### src/hdl/ctss_pkg.sv
`timescale 1ns / 1ps

package ctss_pkg;

    typedef struct packed {
        logic [7:0] char_code;
        logic       end_of_source;
    } t_in_item;

    typedef struct packed {
        logic [5:0]  token_kind;
        logic [23:0] start_offset;
        logic [15:0] token_length;
        logic [7:0]  bad_char;
        logic        final_token;
    } t_out_item;

    // Up to three tokens leave the scanner for one source byte.
    typedef struct packed {
        logic [1:0]           count;
        t_out_item [2:0]      item;
    } t_result_set;

    localparam int QUEUE_DEPTH    = 8;
    localparam int QUEUE_PTR_BITS = 3;
    localparam int QUEUE_CNT_BITS = 4;
    localparam int MAX_RESULTS    = 3;

    localparam logic [5:0] K_NUMBER   = 6'd0;
    localparam logic [5:0] K_IDENT    = 6'd1;
    localparam logic [5:0] K_KEYWORD0 = 6'd2;
    localparam logic [5:0] K_SEMI     = 6'd20;
    localparam logic [5:0] K_PLUS     = 6'd28;
    localparam logic [5:0] K_MINUS    = 6'd30;
    localparam logic [5:0] K_EQUAL    = 6'd32;
    localparam logic [5:0] K_END      = 6'd34;
    localparam logic [5:0] K_ERROR    = 6'd35;

    localparam int KW_COUNT = 18;

    // Keywords packed first byte in the low bits, zero padded.
    localparam logic [63:0] KW_TEXT [KW_COUNT] = '{
        64'h0000_0000_6469_6F76,  // void
        64'h0000_0000_0074_6E69,  // int
        64'h0000_0000_7261_6863,  // char
        64'h0000_0074_726F_6873,  // short
        64'h0000_0000_676E_6F6C,  // long
        64'h0000_0074_616F_6C66,  // float
        64'h0000_656C_6275_6F64,  // double
        64'h0000_6465_6E67_6973,  // signed
        64'h6465_6E67_6973_6E75,  // unsigned
        64'h0000_0074_736E_6F63,  // const
        64'h656C_6974_616C_6F76,  // volatile
        64'h7463_6972_7473_6572,  // restrict
        64'h0000_6369_7461_7473,  // static
        64'h0000_0000_0000_6669,  // if
        64'h0000_0000_6573_6C65,  // else
        64'h0000_0000_0072_6F66,  // for
        64'h0000_0065_6C69_6877,  // while
        64'h0000_6E72_7574_6572   // return
    };

    function automatic logic [5:0] kw_kind(input logic [63:0] kw_buf, input logic fits);
        logic [5:0] kind;
        kind = K_IDENT;
        for (int i = 0; i < KW_COUNT; i++) begin
            if (fits && kw_buf == KW_TEXT[i]) begin
                kind = K_KEYWORD0 + 6'(i);
            end
        end
        return kind;
    endfunction

endpackage

### src/hdl/ctss_core.sv
`timescale 1ns / 1ps

module ctss_core #(
    parameter int OFFSET_BITS = 24,
    parameter int LENGTH_BITS = 16
) (
    input  logic                  i_clk,
    input  logic                  i_rst_n,
    input  logic                  i_fire,
    input  ctss_pkg::t_in_item    i_item,
    output ctss_pkg::t_result_set o_set
);

    localparam logic [2:0] M_IDLE     = 3'd0;
    localparam logic [2:0] M_NUMBER   = 3'd1;
    localparam logic [2:0] M_NUM_DOT  = 3'd2;
    localparam logic [2:0] M_FRACTION = 3'd3;
    localparam logic [2:0] M_IDENT    = 3'd4;
    localparam logic [2:0] M_PUNCT    = 3'd5;
    localparam logic [2:0] M_ERROR    = 3'd6;

    localparam int SUM_BITS = ((OFFSET_BITS > LENGTH_BITS) ? OFFSET_BITS : LENGTH_BITS) + 1;

    logic [2:0]             r_mode;
    logic [OFFSET_BITS-1:0] r_pos;
    logic [OFFSET_BITS-1:0] r_start;
    logic [LENGTH_BITS-1:0] r_len;
    logic [63:0]            r_kwbuf;
    logic [7:0]             r_pend;

    logic [2:0]             n_mode;
    logic [OFFSET_BITS-1:0] n_start;
    logic [LENGTH_BITS-1:0] n_len;
    logic [63:0]            n_kwbuf;
    logic [7:0]             n_pend;

    logic [7:0]  c;
    logic        eos;
    logic        is_dig;
    logic        is_alpha;
    logic        is_ws;
    logic        is_pm;
    logic        sp_hit;
    logic [5:0]  sp_kind;

    logic [OFFSET_BITS-1:0] pos_inc;
    logic [LENGTH_BITS-1:0] len_inc1;
    logic [LENGTH_BITS:0]   len_sum2;
    logic [LENGTH_BITS-1:0] len_inc2;
    logic [SUM_BITS-1:0]    cur_sum;
    logic [OFFSET_BITS-1:0] cur_err_off;
    logic [SUM_BITS-1:0]    nxt_sum;
    logic [OFFSET_BITS-1:0] nxt_err_off;
    logic [5:0]             cur_ident;
    logic [5:0]             nxt_ident;

    ctss_pkg::t_out_item [2:0] s_items;
    logic [1:0]                s_cnt;

    function automatic ctss_pkg::t_out_item mk(
        input logic [5:0]             kind,
        input logic [OFFSET_BITS-1:0] start,
        input logic [LENGTH_BITS-1:0] len,
        input logic [7:0]             bad,
        input logic                   fin
    );
        logic [OFFSET_BITS+23:0] s_wide;
        logic [LENGTH_BITS+15:0] l_wide;
        ctss_pkg::t_out_item     t;
        s_wide         = {24'b0, start};
        l_wide         = {16'b0, len};
        t.token_kind   = kind;
        t.start_offset = s_wide[23:0];
        t.token_length = l_wide[15:0];
        t.bad_char     = bad;
        t.final_token  = fin;
        return t;
    endfunction

    function automatic logic [5:0] punct_kind(input logic [7:0] pend);
        logic [5:0] kind;
        if (pend == 8'h2B) begin
            kind = ctss_pkg::K_PLUS;
        end else if (pend == 8'h2D) begin
            kind = ctss_pkg::K_MINUS;
        end else begin
            kind = ctss_pkg::K_EQUAL;
        end
        return kind;
    endfunction

    assign c   = i_item.char_code;
    assign eos = i_item.end_of_source;

    assign is_dig   = (c >= 8'h30) && (c <= 8'h39);
    assign is_alpha = ((c >= 8'h61) && (c <= 8'h7A)) || ((c >= 8'h41) && (c <= 8'h5A))
                      || (c == 8'h5F);
    assign is_ws    = (c == 8'h20) || ((c >= 8'h09) && (c <= 8'h0D)) || (c == 8'h00);
    assign is_pm    = (c == 8'h2B) || (c == 8'h2D) || (c == 8'h3D);

    always_comb begin
        sp_hit  = 1'b1;
        sp_kind = ctss_pkg::K_SEMI;
        case (c)
            8'h3B:   sp_kind = ctss_pkg::K_SEMI;
            8'h28:   sp_kind = ctss_pkg::K_SEMI + 6'd1;
            8'h29:   sp_kind = ctss_pkg::K_SEMI + 6'd2;
            8'h7B:   sp_kind = ctss_pkg::K_SEMI + 6'd3;
            8'h7D:   sp_kind = ctss_pkg::K_SEMI + 6'd4;
            8'h7E:   sp_kind = ctss_pkg::K_SEMI + 6'd5;
            8'h2A:   sp_kind = ctss_pkg::K_SEMI + 6'd6;
            8'h2F:   sp_kind = ctss_pkg::K_SEMI + 6'd7;
            default: sp_hit  = 1'b0;
        endcase
    end

    // Saturating counters and offsets.
    assign pos_inc  = (r_pos == {OFFSET_BITS{1'b1}}) ? r_pos : r_pos + 1'b1;
    assign len_inc1 = (r_len == {LENGTH_BITS{1'b1}}) ? r_len : r_len + 1'b1;
    assign len_sum2 = {1'b0, r_len} + (LENGTH_BITS+1)'(2);
    assign len_inc2 = len_sum2[LENGTH_BITS] ? {LENGTH_BITS{1'b1}} : len_sum2[LENGTH_BITS-1:0];

    assign cur_sum     = SUM_BITS'(r_start) + SUM_BITS'(r_len);
    assign cur_err_off = (cur_sum > SUM_BITS'({OFFSET_BITS{1'b1}})) ? {OFFSET_BITS{1'b1}}
                                                                   : cur_sum[OFFSET_BITS-1:0];
    assign nxt_sum     = SUM_BITS'(n_start) + SUM_BITS'(n_len);
    assign nxt_err_off = (nxt_sum > SUM_BITS'({OFFSET_BITS{1'b1}})) ? {OFFSET_BITS{1'b1}}
                                                                   : nxt_sum[OFFSET_BITS-1:0];

    assign cur_ident = ctss_pkg::kw_kind(r_kwbuf, r_len <= LENGTH_BITS'(8));
    assign nxt_ident = ctss_pkg::kw_kind(n_kwbuf, n_len <= LENGTH_BITS'(8));

    // Scan the byte against the open token.
    always_comb begin
        logic do_start;
        n_mode   = r_mode;
        n_start  = r_start;
        n_len    = r_len;
        n_kwbuf  = r_kwbuf;
        n_pend   = r_pend;
        s_items  = '0;
        s_cnt    = 2'd0;
        do_start = 1'b0;
        case (r_mode)
            M_IDLE: begin
                do_start = 1'b1;
            end
            M_NUMBER, M_FRACTION: begin
                if (is_dig) begin
                    n_len = len_inc1;
                end else if (r_mode == M_NUMBER && c == 8'h2E) begin
                    n_mode = M_NUM_DOT;
                end else begin
                    s_items[s_cnt] = mk(ctss_pkg::K_NUMBER, r_start, r_len, 8'h00, 1'b0);
                    s_cnt          = s_cnt + 2'd1;
                    do_start       = 1'b1;
                end
            end
            M_NUM_DOT: begin
                if (is_dig) begin
                    n_len  = len_inc2;
                    n_mode = M_FRACTION;
                end else begin
                    // Dot without a digit: close the number, flag the dot.
                    s_items[0] = mk(ctss_pkg::K_NUMBER, r_start, r_len, 8'h00, 1'b0);
                    s_items[1] = mk(ctss_pkg::K_ERROR, cur_err_off, LENGTH_BITS'(1),
                                    8'h2E, 1'b1);
                    s_cnt      = 2'd2;
                    n_mode     = M_ERROR;
                end
            end
            M_IDENT: begin
                if (is_alpha || is_dig) begin
                    if (r_len < LENGTH_BITS'(8)) begin
                        n_kwbuf[{r_len[2:0], 3'b000} +: 8] = c;
                    end
                    n_len = len_inc1;
                end else begin
                    s_items[s_cnt] = mk(cur_ident, r_start, r_len, 8'h00, 1'b0);
                    s_cnt          = s_cnt + 2'd1;
                    do_start       = 1'b1;
                end
            end
            M_PUNCT: begin
                if (c == r_pend) begin
                    s_items[s_cnt] = mk(punct_kind(r_pend) + 6'd1, r_start,
                                        LENGTH_BITS'(2), 8'h00, 1'b0);
                    s_cnt          = s_cnt + 2'd1;
                    n_mode         = M_IDLE;
                end else begin
                    s_items[s_cnt] = mk(punct_kind(r_pend), r_start, LENGTH_BITS'(1),
                                        8'h00, 1'b0);
                    s_cnt          = s_cnt + 2'd1;
                    do_start       = 1'b1;
                end
            end
            default: begin
                // Error mode drops every byte.
            end
        endcase

        if (do_start) begin
            n_mode = M_IDLE;
            if (!is_ws) begin
                n_start = r_pos;
                n_len   = LENGTH_BITS'(1);
                if (is_dig) begin
                    n_mode = M_NUMBER;
                end else if (is_alpha) begin
                    n_mode  = M_IDENT;
                    n_kwbuf = {56'b0, c};
                end else if (is_pm) begin
                    n_mode = M_PUNCT;
                    n_pend = c;
                end else if (sp_hit) begin
                    s_items[s_cnt] = mk(sp_kind, r_pos, LENGTH_BITS'(1), 8'h00, 1'b0);
                    s_cnt          = s_cnt + 2'd1;
                end else begin
                    n_mode         = M_ERROR;
                    s_items[s_cnt] = mk(ctss_pkg::K_ERROR, r_pos, LENGTH_BITS'(1), c, 1'b1);
                    s_cnt          = s_cnt + 2'd1;
                end
            end
        end
    end

    // On the last byte flush the open token and close the stream.
    always_comb begin
        ctss_pkg::t_out_item [2:0] f_items;
        logic [1:0]                f_cnt;
        f_items = s_items;
        f_cnt   = s_cnt;
        if (eos) begin
            case (n_mode)
                M_NUMBER, M_FRACTION: begin
                    f_items[f_cnt] = mk(ctss_pkg::K_NUMBER, n_start, n_len, 8'h00, 1'b0);
                    f_cnt          = f_cnt + 2'd1;
                end
                M_NUM_DOT: begin
                    f_items[f_cnt] = mk(ctss_pkg::K_NUMBER, n_start, n_len, 8'h00, 1'b0);
                    f_cnt          = f_cnt + 2'd1;
                    f_items[f_cnt] = mk(ctss_pkg::K_ERROR, nxt_err_off, LENGTH_BITS'(1),
                                        8'h2E, 1'b1);
                    f_cnt          = f_cnt + 2'd1;
                end
                M_IDENT: begin
                    f_items[f_cnt] = mk(nxt_ident, n_start, n_len, 8'h00, 1'b0);
                    f_cnt          = f_cnt + 2'd1;
                end
                M_PUNCT: begin
                    f_items[f_cnt] = mk(punct_kind(n_pend), n_start, LENGTH_BITS'(1),
                                        8'h00, 1'b0);
                    f_cnt          = f_cnt + 2'd1;
                end
                default: begin
                end
            endcase
            if (n_mode != M_ERROR && n_mode != M_NUM_DOT) begin
                f_items[f_cnt] = mk(ctss_pkg::K_END, pos_inc, '0, 8'h00, 1'b1);
                f_cnt          = f_cnt + 2'd1;
            end
        end
        o_set.item  = f_items;
        o_set.count = f_cnt;
    end

    always_ff @(posedge i_clk) begin
        if (!i_rst_n) begin
            r_mode  <= M_IDLE;
            r_pos   <= '0;
            r_start <= '0;
            r_len   <= '0;
            r_kwbuf <= '0;
            r_pend  <= '0;
        end else if (i_fire) begin
            if (eos) begin
                r_mode  <= M_IDLE;
                r_pos   <= '0;
                r_start <= '0;
                r_len   <= '0;
                r_kwbuf <= '0;
                r_pend  <= '0;
            end else begin
                r_mode  <= n_mode;
                r_pos   <= pos_inc;
                r_start <= n_start;
                r_len   <= n_len;
                r_kwbuf <= n_kwbuf;
                r_pend  <= n_pend;
            end
        end
    end

endmodule

### src/hdl/ctss_queue.sv
`timescale 1ns / 1ps

module ctss_queue (
    input  logic                  i_clk,
    input  logic                  i_rst_n,
    input  logic                  i_push,
    input  ctss_pkg::t_result_set i_set,
    output logic                  o_room,
    output logic                  o_valid,
    input  logic                  i_stall,
    output ctss_pkg::t_out_item   o_item
);

    ctss_pkg::t_out_item r_mem [ctss_pkg::QUEUE_DEPTH];

    logic [ctss_pkg::QUEUE_PTR_BITS-1:0] r_wr_ptr;
    logic [ctss_pkg::QUEUE_PTR_BITS-1:0] r_rd_ptr;
    logic [ctss_pkg::QUEUE_CNT_BITS-1:0] r_count;

    logic [ctss_pkg::QUEUE_CNT_BITS-1:0] n_count;
    logic [1:0]                          push_cnt;
    logic                                pop;

    assign push_cnt = i_push ? i_set.count : 2'd0;
    assign o_valid  = (r_count != '0);
    assign pop      = o_valid && !i_stall;
    assign o_item   = r_mem[r_rd_ptr];
    assign o_room   = (r_count <= ctss_pkg::QUEUE_CNT_BITS'(ctss_pkg::QUEUE_DEPTH
                                                          - ctss_pkg::MAX_RESULTS));
    assign n_count  = r_count + ctss_pkg::QUEUE_CNT_BITS'(push_cnt)
                      - ctss_pkg::QUEUE_CNT_BITS'(pop);

    always_ff @(posedge i_clk) begin
        for (int k = 0; k < ctss_pkg::MAX_RESULTS; k++) begin
            if (2'(k) < push_cnt) begin
                r_mem[r_wr_ptr + ctss_pkg::QUEUE_PTR_BITS'(k)] <= i_set.item[k];
            end
        end
    end

    always_ff @(posedge i_clk) begin
        if (!i_rst_n) begin
            r_wr_ptr <= '0;
            r_rd_ptr <= '0;
            r_count  <= '0;
        end else begin
            r_wr_ptr <= r_wr_ptr + ctss_pkg::QUEUE_PTR_BITS'(push_cnt);
            r_rd_ptr <= r_rd_ptr + ctss_pkg::QUEUE_PTR_BITS'(pop);
            r_count  <= n_count;
        end
    end

endmodule

### src/hdl/c_subset_token_scanner.sv
`timescale 1ns / 1ps
// Path: an accepted byte waits in the input register until the queue has room;
//   it is then scanned and its tokens are written into the token queue.
// Throughput: one byte per cycle while the eight-entry token queue has room for
//   three tokens; unstalled, tokens leave one per cycle; output rate sets the pace.
// Reset: synchronous, active low; returns the scanner to idle at offset zero
//   and empties the input register and the token queue.

module c_subset_token_scanner #(
    parameter int OFFSET_BITS = 24,
    parameter int LENGTH_BITS = 16
) (
    input  logic                i_clk,
    input  logic                i_rst_n,
    // byte side
    input  logic                i_valid,
    output logic                o_stall,
    input  ctss_pkg::t_in_item  i_item,
    // token side
    output logic                o_valid,
    input  logic                i_stall,
    output ctss_pkg::t_out_item o_item
);

    // Input register: holds one byte until the queue can absorb its tokens.
    logic               r_in_valid;
    ctss_pkg::t_in_item r_in;

    logic                  room;
    logic                  fire;
    ctss_pkg::t_result_set set;

    // Scan the held byte only when the queue can take the worst case of three.
    assign fire    = r_in_valid && room;
    assign o_stall = r_in_valid && !room;

    always_ff @(posedge i_clk) begin
        if (!i_rst_n) begin
            r_in_valid <= 1'b0;
        end else if (i_valid && !o_stall) begin
            r_in_valid <= 1'b1;
        end else if (fire) begin
            r_in_valid <= 1'b0;
        end
    end

    // Payload needs no reset: take a new byte whenever the register frees up.
    always_ff @(posedge i_clk) begin
        if (i_valid && !o_stall) begin
            r_in <= i_item;
        end
    end

    // Scanner state and token formation for one byte.
    ctss_core #(
        .OFFSET_BITS (OFFSET_BITS),
        .LENGTH_BITS (LENGTH_BITS)
    ) u_core (
        .i_clk   (i_clk),
        .i_rst_n (i_rst_n),
        .i_fire  (fire),
        .i_item  (r_in),
        .o_set   (set)
    );

    // Token queue: absorb up to three tokens per byte, drain one per cycle unless stalled.
    ctss_queue u_queue (
        .i_clk   (i_clk),
        .i_rst_n (i_rst_n),
        .i_push  (fire),
        .i_set   (set),
        .o_room  (room),
        .o_valid (o_valid),
        .i_stall (i_stall),
        .o_item  (o_item)
    );

endmodule
### config.mk
export PLATFORM = sky130hd
export DESIGN_NAME = c_subset_token_scanner
export DESIGN_NICKNAME = d
export VERILOG_FILES = /design/src/hdl/ctss_pkg.sv /design/src/hdl/ctss_core.sv /design/src/hdl/ctss_queue.sv /design/src/hdl/c_subset_token_scanner.sv
export SDC_FILE = /design/constraint.sdc
export NUM_CORES = 2
export LEC_CHECK = 0
export ABC_AREA = 0
export BUFFER_PORTS_ARGS = -buffer_cell sky130_fd_sc_hd__buf_2
export CAP_MARGIN = 15
export CORE_MARGIN = 1
export CORE_UTILIZATION = 35
export CTS_CLUSTER_DIAMETER = 60
export DETAILED_ROUTE_END_ITERATION = 10
export SLEW_MARGIN = 20
export SYNTH_ARGS = -nofsm -noshare
export SYNTH_HDL_FRONTEND = slang
export SYNTH_SLANG_ARGS = --single-unit
### constraint.sdc
create_clock -name i_clk -period 8.7 [get_ports i_clk]
set_input_delay 1.74 -clock i_clk [delete_from_list [all_inputs] [get_ports i_clk]]
set_output_delay 1.74 -clock i_clk [all_outputs]
set_load 0.02 [all_outputs]
## Word level (Yosys, flattened, before mapping)

Memory sizes are Yosys's and may differ from the RTL's. A register that Yosys moved wholly into a read port is not among the register bits.
Index checks and enable logic that the tools add are counted.

- Add/subtract/negate cells: 17
- Magnitude comparators: 25
- Eq/ne operators: 69
- Shifts and indexed selects: 2
- Muxes and demuxes: 150
- Reductions and logical operators: 68

Operators with widths:

| cell | count |
|---|---|
| 165-bit 2-to-1 mux | 9 |
| 165-bit bitwise mux | 7 |
| 165-bit case mux with 4 select lines | 1 |
| 64-bit by 31-bit == test with 1-bit output (second input constant) | 8 |
| 64-bit by 39-bit == test with 1-bit output (second input constant) | 8 |
| 64-bit by 47-bit == test with 1-bit output (second input constant) | 8 |
| 64-bit 2-to-1 mux | 8 |
| 55-bit demux with 2-bit select | 4 |
| 55-bit 2-to-1 mux | 7 |
| 64-bit by 63-bit == test with 1-bit output (second input constant) | 6 |
| 64-bit by 23-bit == test with 1-bit output (second input constant) | 4 |
| 55-bit case mux with 4 select lines | 1 |
| 24-bit 2-to-1 mux | 7 |
| 64-bit by 15-bit == test with 1-bit output (second input constant) | 2 |
| 16-bit 2-to-1 mux | 8 |
| 8-bit by 6-bit == test with 1-bit output (second input constant) | 14 |
| 110-bit 2-to-1 mux | 1 |
| 64-bit bitwise mux | 1 |
| 4-bit 2-to-1 mux | 16 |
| 8-bit by 8-bit variable shift with 64-bit output (first input constant) | 1 |
| 8-bit by 8-bit variable part select with 64-bit output | 1 |
| 3-bit 2-to-1 mux | 20 |
| 54-bit 2-to-1 mux | 1 |
| 24-bit by 16-bit adder with 25-bit output | 2 |
| other kinds (57) | 186 |

- Register bits after elaboration: 159
- Bits in writable memories: 440
- Input port bits: 13
- Output and inout bits: 57
- Word-level logic and storage cells: 344
- Memories: 1

Memories:

| memory | words | width | rd ports | clocked after Yosys merged registers in | write ports | line | RTL |
|---|---|---|---|---|---|---|---|
| u_queue.r_mem | 8 | 55 | 1 | 1 | 3 | ctss_queue.sv:14 | `ctss_pkg::t_out_item r_mem [ctss_pkg::QUEUE_DEPTH];` |

## Logic depth before layout (Yosys ltp)

- Depth after elaboration: 37
- Depth in mapped cells: 29
- Mapped depth without buffers: 22

## By module

From an unflattened synthesis, not the netlist that was laid out.

- Cell total of the unflattened synthesis: 5643
- Area, all modules: 45632.5 um^2

By module, submodules not included:

| module | times used | cells each | area an instance (um^2) |
|---|---|---|---|
| ctss_queue | 1 | 2866 | 26890.8 |
| ctss_core | 1 | 2763 | 18417.7 |
| c_subset_token_scanner | 1 | 14 | 324.1 |

## Worst setup path before layout

No wires, ideal clock.

- Kind: reg-to-reg
- Start point: reg r_in[8] in the netlist's numbering
- End point: mem u_queue.r_mem[2][0] in the netlist's numbering, enable pin
- Setup time: 0.550 ns
- Arrival: 8.484 ns
- Setup slack: -0.334 ns
- Cell stages (with the launch flop): 21
- Clock period less this slack: 9.034 ns
- Cells stage by stage: edfxtp_1 buf_6 or4b_4 nor4_4 nor3_2 o41ai_4 nor2_1 xnor2_1 inv_1 ha_1 inv_1 o211a_1 ha_1 nor3_1 a22oi_1 o41ai_4 buf_4 inv_1 o21ai_0 a22oi_1 o31ai_1

RTL lines:

| item | line | RTL |
|---|---|---|
| from (decl) | c_subset_token_scanner.sv:27 | `ctss_pkg::t_in_item r_in;` |
| from (signal assigned) | c_subset_token_scanner.sv:50 | `r_in <= i_item;` |
| to (decl) | ctss_queue.sv:14 |  |

==> impl_metrics.py <==
metrics = {
    "timing": {
        "fin_tns_setup_ps": 0,
        "skew_ps": 30.2,
        "finalSetupViolCount": 0,
        "slew_headroom": 0.143,
        "timing_hold_violations_final": 0,
        "rsz0062_at_grt": "no",
        "worst_pin_slew_ps": 1270,
        "slew_violations": 0,
        "period_minus_slack_ps": 8110,
        "max_freq_mhz": 123,
        "fin_crit_sh": 0.932,
    },
    "cells_and_area": {
        "fillCellCount": 11661,
        "fin_util": 0.397,
        "synthToLayoutAreaGrowth_pct": 12.3,
        "layout_common_cells": "nand2_1, edfxtp_1, nor2_1",
        "drive_gt1_frac": 0.150,
        "fin_nets": 4587,
        "final_common_cell": "nand2_1",
        "instances_no_fill": 6177,
    },
    "floorplanning": {
        "die_width_um": 348,
        "core_sq_um": 118000,
        "dieArea_sq_um": 121000,
        "die_y_um": 348,
        "rows": 126,
        "ios": 70,
        "initial_utilization": 0.354,
    },
    "logic_synthesis": {
        "yosys_most_used_dff": "edfxtp_1",
        "synth_async_sr_flop_share": 0,
        "yosys.area.top_type": "edfxtp_1",
        "seq_area_frac_synth": 0.394,
        "ys_warn_count": 0,
        "syn_nets": 4627,
        "ys_ff_latch": 599,
        "synth_cell_type_count": 109,
        "avgSynthCellArea_sq_um": 9.20,
        "syn_inst": 4551,
        "ys_top_cells_by_area": "edfxtp_1, dfxtp_1, mux4_2",
        "synth_edf_count": 449,
        "synth_top_area_frac": 0.322,
        "synth_area_sq_um": 41900,
    },
    "power_and_ir_drop": {
        "p_sw_mw": 4.27,
        "clkPwrFrac": 0.299,
        "p_per_area_nw_per_um2": 231,
        "combPwrFrac": 0.375,
        "sw_frac_of_total": 0.394,
        "peakVddDrop_uv": 188,
        "power_frac_seq": 0.326,
        "leakagePower_nw": 15.1,
        "intPower_mw": 6.57,
    },
    "grt": {
        "grt_max_degree": 82,
        "grt_overflow": 0,
        "antenna_found_initial": 9,
        "grt_pass1_wl_um": 300000,
        "track_usage": 0.342,
        "grt_pass1_vias": 40008,
    },
    "clock_tree": {
        "cts_buffers": 78,
        "cts_sinks": 599,
        "cts-resized-gates": 0,
        "ctsHoldBuffers": 0,
        "tritoncts": "built",
        "clk_latency_ps": 730,
        "htreeDepth": 3,
        "clockBufferDepth": 3,
        "cts_root_buffer": "clkbuf_16",
        "clkTransAtPathRegs_ps": 60,
        "postCtsSetupBuffers": 0,
    },
    "setup_path": {
        "reg2reg_to": "u_queue.r_mem[7][44]",
        "cp.required_ps": 9250,
        "arrival_ps": 8660,
        "r2r_start": "r_in[5]",
        "ff2ff_setup_slack_ps": 590,
        "cp-end-kind": "flip-flop",
        "start_kind": "flip-flop",
        "startpoint": "r_in[5]",
        "rr_worst_depth": 23,
        "cp_max_fo": 17,
        "crit_type": "reg -> reg",
    },
    "placement": {
        "portBuffers": 69,
        "finalWeightedCongestion": 1.06,
        "dpl.cell_count": 6031,
        "dp_hpwl_um": 146000,
    },
    "min_path": {
        "min_from": "u_core.r_kwbuf[15]",
        "min_path_type": "reg -> reg",
        "holdPathEnd": "u_core.r_kwbuf[15]",
        "min_path_cells": 1,
    },
    "detailed_routing": {
        "drt_first_pass_iters": 9,
        "ant_nets": 0,
        "routed_wl_um": 213000,
        "vias": 42878,
        "drt_iter0_drc": 7724,
        "drc_errors": 0,
        "avgViaCountPerCell": 6.94,
        "wl_per_cell_um": 34.4,
    },
    "flow_run": {
        "cap_viol_max_count": 0,
    },
    "status": {
        "status": "complete, no violations",
    },
}
==> how the worst max path moves through the flow <==
| stage | end | slack, ps | depth (start not counted) |
|---|---|---|---|
| 2_1_floorplan | u_queue.r_mem[3][0] | -150 | 20 |
| 3_3_place_gp | u_queue.r_mem[2][44] | 1120 | 23 |
| 3_5_place_dp | u_queue.r_mem[0][28] | 960 | 24 |
| 4_1_cts | u_queue.r_mem[0][28] | 900 | 24 |
| 5_1_grt | u_queue.r_mem[0][28] | 240 | 24 |
| 6_report | u_queue.r_mem[7][44] | 590 | 23 |
==> kinds of logic (layout without fill, tap and decap cells) <==
kind of cell / Yosys count / after routing / share of synthesized area
AOI/OAI and AO/OA: 1486 / 1486 / 0.246
xor gates and xnor gates: 64 / 64 / 0.0134
adders and majority gates: 63 / 63 / 0.0195
buffers and inverters: 452 / 475 / 0.0433
DFF: 599 / 599 / 0.394
muxes: 190 / 190 / 0.0801
other: 0 / 3 / 0
and+or+nand+nor: 1697 / 1697 / 0.204
==> state kept, by name (all words and copies together) (netlist names), 3 cells and up <==
signal            flops
u_core.r_kwbuf       64
u_core.r_len         16
u_queue.r_rd_ptr      3
u_core.r_pos         24
r_in                  9
u_core.r_start       24
u_queue.r_mem       440
u_core.r_pend         8
u_queue.r_count       4
u_queue.r_wr_ptr      3
u_core.r_mode         3
==> routing by layer <==
| metal | track usage | wire length (um) |
|---|---|---|
| met4 | 0.223 | 16400 |
| met3 | 0.0675 | 25800 |
| met5 | 0 | 23 |
| met1 | 0.448 | 79600 |
| met2 | 0.513 | 91000 |
==> stage by stage <==
step	hold slack, ps	setup WS, ps	power, mW	cell area (sq um)
after floorplan	467	-154	6.07	41900
after global placement	478	1120	7.51	44500
after detailed placement	485	961	7.53	44500
after CTS	500	903	10.7	47000
after global routing	522	243	11.1	47000
final	510	594	10.8	47000
==> synth_stat cells, drive strengths merged, types with 86 or more instances <==
library cell,n
edfxtp,449
nor2,291
mux4,110
o22ai,155
a22oi,257
nand3,113
nand2,604
o221ai,154
buf,117
a21oi,221
nor3,110
and2,86
clkbuf,272
dfxtp,150
o21ai,293
nor2b,142
==> worst max-delay path: stages (launching register included) <==
cell	delay, ps
edfxtp_1	660
or4b_4	650
nor4_4	330
nor3_2	180
o41ai_4	750
buf_4	400
buf_4	330
nor2_1	70
a21oi_1	360
inv_1	120
ha_1	260
a21o_1	200
a21o_1	180
or3_1	310
a41o_1	230
a41oi_1	490
o21ai_0	400
nand2_1	300
nor4_1	90
o21ai_0	380
a221oi_1	150
o22ai_1	830
nand2_1	120
o221ai_1	120
==> cell type report <==
class / instances / area, sq um / area share
flip-flops and latches: 599 / 16500 / 0.351
diodes: 3 / 7.51 / 0.000160
clock inverters: 41 / 405 / 0.00862
inverters: 63 / 236 / 0.00503
repair buffers: 269 / 1900 / 0.0404
well taps: 1600 / 2000 / 0.0426
clock buffers: 102 / 2130 / 0.0454
multi-input cells: 3500 / 23900 / 0.507
==> power groups by stage <==
stage	logic (mW)	clock network (mW)	registers (mW)
2_1_floorplan	2.53	0	3.54
3_3_place_gp	3.92	0	3.59
3_5_place_dp	3.93	0	3.60
4_1_cts	3.94	3.26	3.54
5_1_grt	4.22	3.37	3.56
6_report	4.06	3.24	3.54
Note: power is estimated with default switching activity, not from simulation.
